[src/hdl/erm_pkg.sv]
// Package for the Euler rotation matrix builder: widths, CORDIC table,
// shared types and fixed-point helpers. No dependencies.
`default_nettype none
package erm_pkg;
    localparam int ANGLE_BITS   = 16;
    localparam int FRAC_BITS    = 14;
    localparam int WORK_FRAC    = 30;
    localparam int CORDIC_STEPS = 30;
    localparam int OUT_BITS     = 16;
    localparam logic signed [33:0] INV_GAIN = 34'sd652032874;

    // CORDIC working word (Q30 plus sign and growth)
    typedef logic signed [33:0] work_t;
    typedef logic signed [OUT_BITS-1:0] elem_t;

    // Data handed from one CORDIC cell to the next, one angle
    typedef struct packed {
        work_t       x;
        work_t       y;
        work_t       z;
        logic [1:0]  quad;
    } rot_t;

    // Three angles travel together through the cell chain
    typedef struct packed {
        rot_t p;
        rot_t r;
        rot_t w;
    } trio_t;

    function automatic work_t atan_entry(input logic [4:0] idx);
        work_t t;
        t = '0;
        unique case (idx)
            5'd0:  t = 34'sh020000000;
            5'd1:  t = 34'sh012E4051D;
            5'd2:  t = 34'sh009FB385B;
            5'd3:  t = 34'sh0051111D4;
            5'd4:  t = 34'sh0028B0D43;
            5'd5:  t = 34'sh00145D7E1;
            5'd6:  t = 34'sh000A2F61E;
            5'd7:  t = 34'sh000517C55;
            5'd8:  t = 34'sh00028BE53;
            5'd9:  t = 34'sh000145F2E;
            5'd10: t = 34'sh0000A2F98;
            5'd11: t = 34'sh0000517CC;
            5'd12: t = 34'sh000028BE6;
            5'd13: t = 34'sh0000145F3;
            5'd14: t = 34'sh000000A2F9;
            5'd15: t = 34'sh00000517C;
            5'd16: t = 34'sh0000028BE;
            5'd17: t = 34'sh00000145F;
            5'd18: t = 34'sh000000A2F;
            5'd19: t = 34'sh000000517;
            5'd20: t = 34'sh00000028B;
            5'd21: t = 34'sh000000145;
            5'd22: t = 34'sh0000000A2;
            5'd23: t = 34'sh000000051;
            5'd24: t = 34'sh000000028;
            5'd25: t = 34'sh000000014;
            5'd26: t = 34'sh00000000A;
            5'd27: t = 34'sh000000005;
            5'd28: t = 34'sh000000002;
            5'd29: t = 34'sh000000001;
            default: t = '0;
        endcase
        return t;
    endfunction

    // Q30 product with round half up, floor shift
    function automatic work_t qmul(input work_t a, input work_t b);
        logic signed [67:0] p;
        p = a * b + (68'sd1 <<< (WORK_FRAC - 1));
        return work_t'(p >>> WORK_FRAC);
    endfunction

    // Q30 to saturated Q1.FRAC_BITS output field
    function automatic elem_t to_out(input work_t v);
        work_t r;
        work_t lim;
        lim = work_t'(1) <<< FRAC_BITS;
        r = (v + (work_t'(1) <<< (WORK_FRAC - FRAC_BITS - 1))) >>> (WORK_FRAC - FRAC_BITS);
        if (r > lim)
            r = lim;
        if (r < -lim)
            r = -lim;
        return elem_t'(r);
    endfunction
endpackage
`default_nettype wire

[src/hdl/erm_cell.sv]
// One CORDIC rotation cell for three angles; fixed step index set by input.
// Depends on erm_pkg.
`default_nettype none
module erm_cell (
    input  wire logic           clk,
    input  wire logic           rst_n,
    input  wire logic           advance,
    input  wire logic [4:0]     step,
    input  wire logic           in_valid,
    input  erm_pkg::trio_t      in_data,
    output logic                out_valid,
    output erm_pkg::trio_t      out_data
);
    import erm_pkg::*;

    logic   valid_reg;
    trio_t  data_reg;
    trio_t  data_next;
    work_t  ang;

    function automatic rot_t rotate(input rot_t a, input logic [4:0] i, input work_t t);
        rot_t  o;
        work_t dx;
        work_t dy;
        o  = a;
        dx = a.y >>> i;
        dy = a.x >>> i;
        if (a.z >= 0)
        begin
            o.x = a.x - dx;
            o.y = a.y + dy;
            o.z = a.z - t;
        end
        else
        begin
            o.x = a.x + dx;
            o.y = a.y - dy;
            o.z = a.z + t;
        end
        return o;
    endfunction

    // Rotate all three angles by one step
    always_comb
    begin
        ang         = atan_entry(step);
        data_next.p = rotate(in_data.p, step, ang);
        data_next.r = rotate(in_data.r, step, ang);
        data_next.w = rotate(in_data.w, step, ang);
    end

    // Hold valid flag
    always_ff @(posedge clk or negedge rst_n)
    begin
        if (!rst_n)
            valid_reg <= 1'b0;
        else if (advance)
            valid_reg <= in_valid;
    end

    // Advance payload
    always_ff @(posedge clk)
    begin
        if (advance)
            data_reg <= data_next;
    end

    assign out_valid = valid_reg;
    assign out_data  = data_reg;
endmodule
`default_nettype wire

[config.mk]
export PLATFORM = sky130hd
export DESIGN_NAME = erm_cell
export DESIGN_NICKNAME = d
export VERILOG_FILES = /design/src/hdl/erm_pkg.sv /design/src/hdl/erm_cell.sv
export SDC_FILE = /design/constraint.sdc
export NUM_CORES = 2
export LEC_CHECK = 0
export ABC_AREA = 1
export BUFFER_PORTS_ARGS = -buffer_cell sky130_fd_sc_hd__buf_2
export CAP_MARGIN = 0
export CORE_AREA = 8 8 219 431
export DETAILED_ROUTE_END_ITERATION = 12
export DIE_AREA = 0 0 227 439
export PLACE_DENSITY = 0.72
export SYNTH_ARGS = -nofsm -noshare
export SYNTH_HDL_FRONTEND = slang
export SYNTH_SLANG_ARGS = --single-unit
[constraint.sdc]
create_clock -name clk -period 1.05 [get_ports clk]
set_clock_uncertainty 0.1 [all_clocks]
set_input_delay 0 -clock clk [delete_from_list [all_inputs] [get_ports clk]]
set_output_delay 0 -clock clk [all_outputs]
set_load 0.05 [all_outputs]
==> run_results.csv <==
group,metric,value,unit
route,dr.pass1.iters,9,
min_path,worstHoldPathType,"primary input to register",
power,power_density,1440,nW/um2
global_route,grt_remaining_overflow,0,
synth,postSynthCellCount,7060,
layout,layout_common_cells,"nand2_1 (2161), buf_4 (2010), nand3_1 (984)",
floorplanning,fp-row-count,155,
worst_setup_path,crit_buf_inv,10,
worst_setup_path,startpoint,"step[1]",
route,vias,61726,
synth,synth_ff_type,"edfxtp_1",
floorplanning,start_util,0.495,
synth,syn_area_per_cell,6.23,um2
route,detail_route.wl_per_cell,19.9,um
worst_setup_path,cp_top_family,"simple AND/OR/NAND/NOR gates",
layout,drive_gt1_frac,0.393,
place,dpl_cell_area,64100,um2
worst_setup_path,crit-reg2reg-launch,"out_valid",
power,peakVddDrop,2190,uV
layout,syn2layout_area_growth,59.4,%
timing,min_period,3.71,ns
worst_setup_path,cp_common_cell,"nand2_1",
clock_tree,cts_tree,"done",
floorplanning,die_x,227,um
synth,synth-seq-cells,313,
clock_tree,worstSkewPairLatency,0.67,ns
timing,hold_slack,-0.397,ns
worst_setup_path,start_kind,"primary input",
worst_setup_path,max_stage_delay,0.37,ns
synth,synth-edff-count,312,
layout,nNetsFinal,10230,
worst_setup_path,cp_slowest_cell,"o211ai_1",
timing,fin_crit_sh,3.54,
global_route,grt_pass1_wl,311000,um
clock_tree,cts_hold_buf,24,
synth,ys_seq_area_frac,0.214,
synth,async_flop_share,0.00319,
place,io_buffers,633,
clock_tree,cts_sinks,313,
layout,seq_area,9390,um2
run,drv_cap,0,
route,final_antenna_net_count,0,
place,routabilityCongestion,1.07,
global_route,grt_max_degree,54,
min_path,min_from,"in_data[211]",
clock_tree,cts_max_level,1,
floorplanning,die_h,439,um
floorplanning,coreArea,88800,um2
worst_setup_path,end_kind,"register",
power,total_leakage_power,35.6,nW
clock_tree,numCtsBuffers,31,
place,numPlacedInstances,10605,
status,violations,"hold timing, setup timing",
timing,slew_violations,0,
synth,syn_area,44000,um2
place,preCtsSetupSlack,-3.40,ns
route,drt_wl_total,215000,um
place,dp_hpwl,167000,um
synth,syn_nets,7700,
layout,finalNonFillerCells,10823,
synth,synth_cell_type_count,59,
route,drtIter0Drc,7276,
worst_setup_path,worst_ep_arrival_time,4.13,ns
floorplanning,die_area,99700,um2
layout,mostFrequentLayoutCell,"nand2_1",
timing,fmax,0.269,GHz
layout,final.fill_count,6578,
status,run_status,"finished with violations",
clock_tree,clock_path_buffers,3,
timing,hold_violations,186,
floorplanning,design.portCount,634,
global_route,track_usage,0.392,
timing,rsz0062_at_grt,"yes",
layout,postLayoutCellArea,70100,um2
route,drc,0,
timing,max_slew_margin,0.519,
clock_tree,clk_pin_slew_worst_paths,0.07,ns
route,via_per_inst,5.70,
timing,setup_violations,619,
clock_tree,cts_root_buffer,"clkbuf_16",
worst_setup_path,worstPathRequired,1.46,ns
worst_setup_path,critPathMaxFanout,6,
timing,tightest_slew,0.715,ns
global_route,grt_pass1_vias,57248,
worst_setup_path,crit_type,"primary input to register",
global_route,antenna_found_initial,25,
layout,multiInputGateArea,35600,um2
timing,setup_slack,-2.66,ns
timing,finalSetupTns,-735.73,ns
synth,yosys_warnings,0,
[cells by family (layout without fill, tap and decap cells)]
kind of cell | after synthesis | in the layout | share of synthesized area
multiplexers | 1 | 1 | 0.000256
flip-flops | 313 | 313 | 0.214
buffers and inverters | 845 | 3400 | 0.0808
AND/OR/NAND/NOR | 4166 | 4166 | 0.402
other | 0 | 31 | 0
XOR/XNOR | 426 | 426 | 0.0849
AO/OA/AOI/OAI | 990 | 990 | 0.126
adder cells (fa/ha/maj) | 319 | 319 | 0.0923
[power by group]
| part | leakage [nW] | switching, W | internal (W) |
|---|---|---|---|
| Clock | 0.526 | 0.00603 | 0.00646 |
| Combinational | 32.0 | 0.0419 | 0.0272 |
| Sequential | 3.07 | 0.00110 | 0.0185 |
| Total | 35.6 | 0.0491 | 0.0522 |
[cell usage after synthesis (5+ instances only)]
cell type | n | area (um2)
a2111oi_0 | 9 | 78.8
a211oi_1 | 9 | 67.6
a21boi_0 | 20 | 150
a21o_1 | 34 | 255
a21oi_1 | 395 | 1980
a31oi_1 | 55 | 344
buf_1 | 56 | 210
buf_2 | 90 | 450
buf_4 | 26 | 195
buf_6 | 21 | 236
clkbuf_1 | 59 | 221
edfxtp_1 | 312 | 9370
fa_1 | 9 | 180
ha_1 | 310 | 3880
inv_1 | 565 | 2120
inv_2 | 22 | 82.6
nand2_1 | 2330 | 8750
nand2_2 | 20 | 125
nand3_1 | 1122 | 5620
nand3_2 | 9 | 90.1
nand3b_1 | 8 | 60.1
nand4_1 | 67 | 419
nor2_1 | 510 | 1910
nor2_2 | 30 | 188
nor2_4 | 7 | 78.8
nor3_1 | 24 | 120
nor3_2 | 8 | 80.1
nor4_1 | 5 | 31.3
o2111ai_1 | 14 | 123
o211ai_1 | 36 | 270
o21a_1 | 38 | 285
o21ai_0 | 321 | 1610
o21ai_1 | 35 | 175
o21bai_1 | 6 | 45.0
o31ai_1 | 6 | 45.0
or2_2 | 7 | 43.8
xnor2_1 | 143 | 1250
xor2_1 | 283 | 2480
[repair_timing]
| item | CTS | global route |
|---|---|---|
| gates cloned | 5 | 7 |
| buffers inserted | 33 | 60 |
| hold endpoints to repair | 563 | 170 |
| resized for setup | 343 | 556 |
| endpoints found under the setup margin | 619 | 619 |
| pin swaps | 108 | 225 |
[through the flow]
stage | total power [W] | hold slack (ns) | utilization
after floorplan | 0.0556 | -0.396 | -
after global placement | 0.0811 | -0.325 | 0.722
after detailed placement | 0.0819 | -0.322 | 0.722
after CTS | 0.0968 | -0.438 | 0.756
after global routing | 0.106 | -0.396 | 0.789
final | 0.101 | -0.397 | 0.789
[flip-flops by register name, summed over array words and instances, names as in the netlist]
name and flops:
out_data 312, out_valid 1
[final timing paths]
kind,endpoint,slack (ns),depth (start not counted)
max,out_data[205],-2.66,34
min,out_data[211],-0.40,2
max reg2reg,out_valid,0.19,1
min reg2reg,out_valid,0.43,1
max in group asynchronous,out_valid,0.68,3
min in group asynchronous,out_valid,0.06,3
[layer usage]
metal  global-route usage  wire [um]  vias to the layer above
met5                    0        129                        -
met4                0.208      14600                       18
met3               0.0674      23100                      862
met2                0.629      95300                     3748
met1                0.498      81700                    28274
li1                     -          -                    28824
[final cells by class]
| cell class | instances | share of cell area |
|---|---|---|
| diodes | 31 | 0.00111 |
| multi-input cells | 5902 | 0.507 |
| clock inverters | 21 | 0.00405 |
| repair buffers | 2749 | 0.289 |
| flip-flops and latches | 313 | 0.134 |
| clock buffers | 37 | 0.0115 |
| inverters | 593 | 0.0323 |
| well taps | 1177 | 0.0210 |
Note: power is estimated with default switching activity, not from simulation.
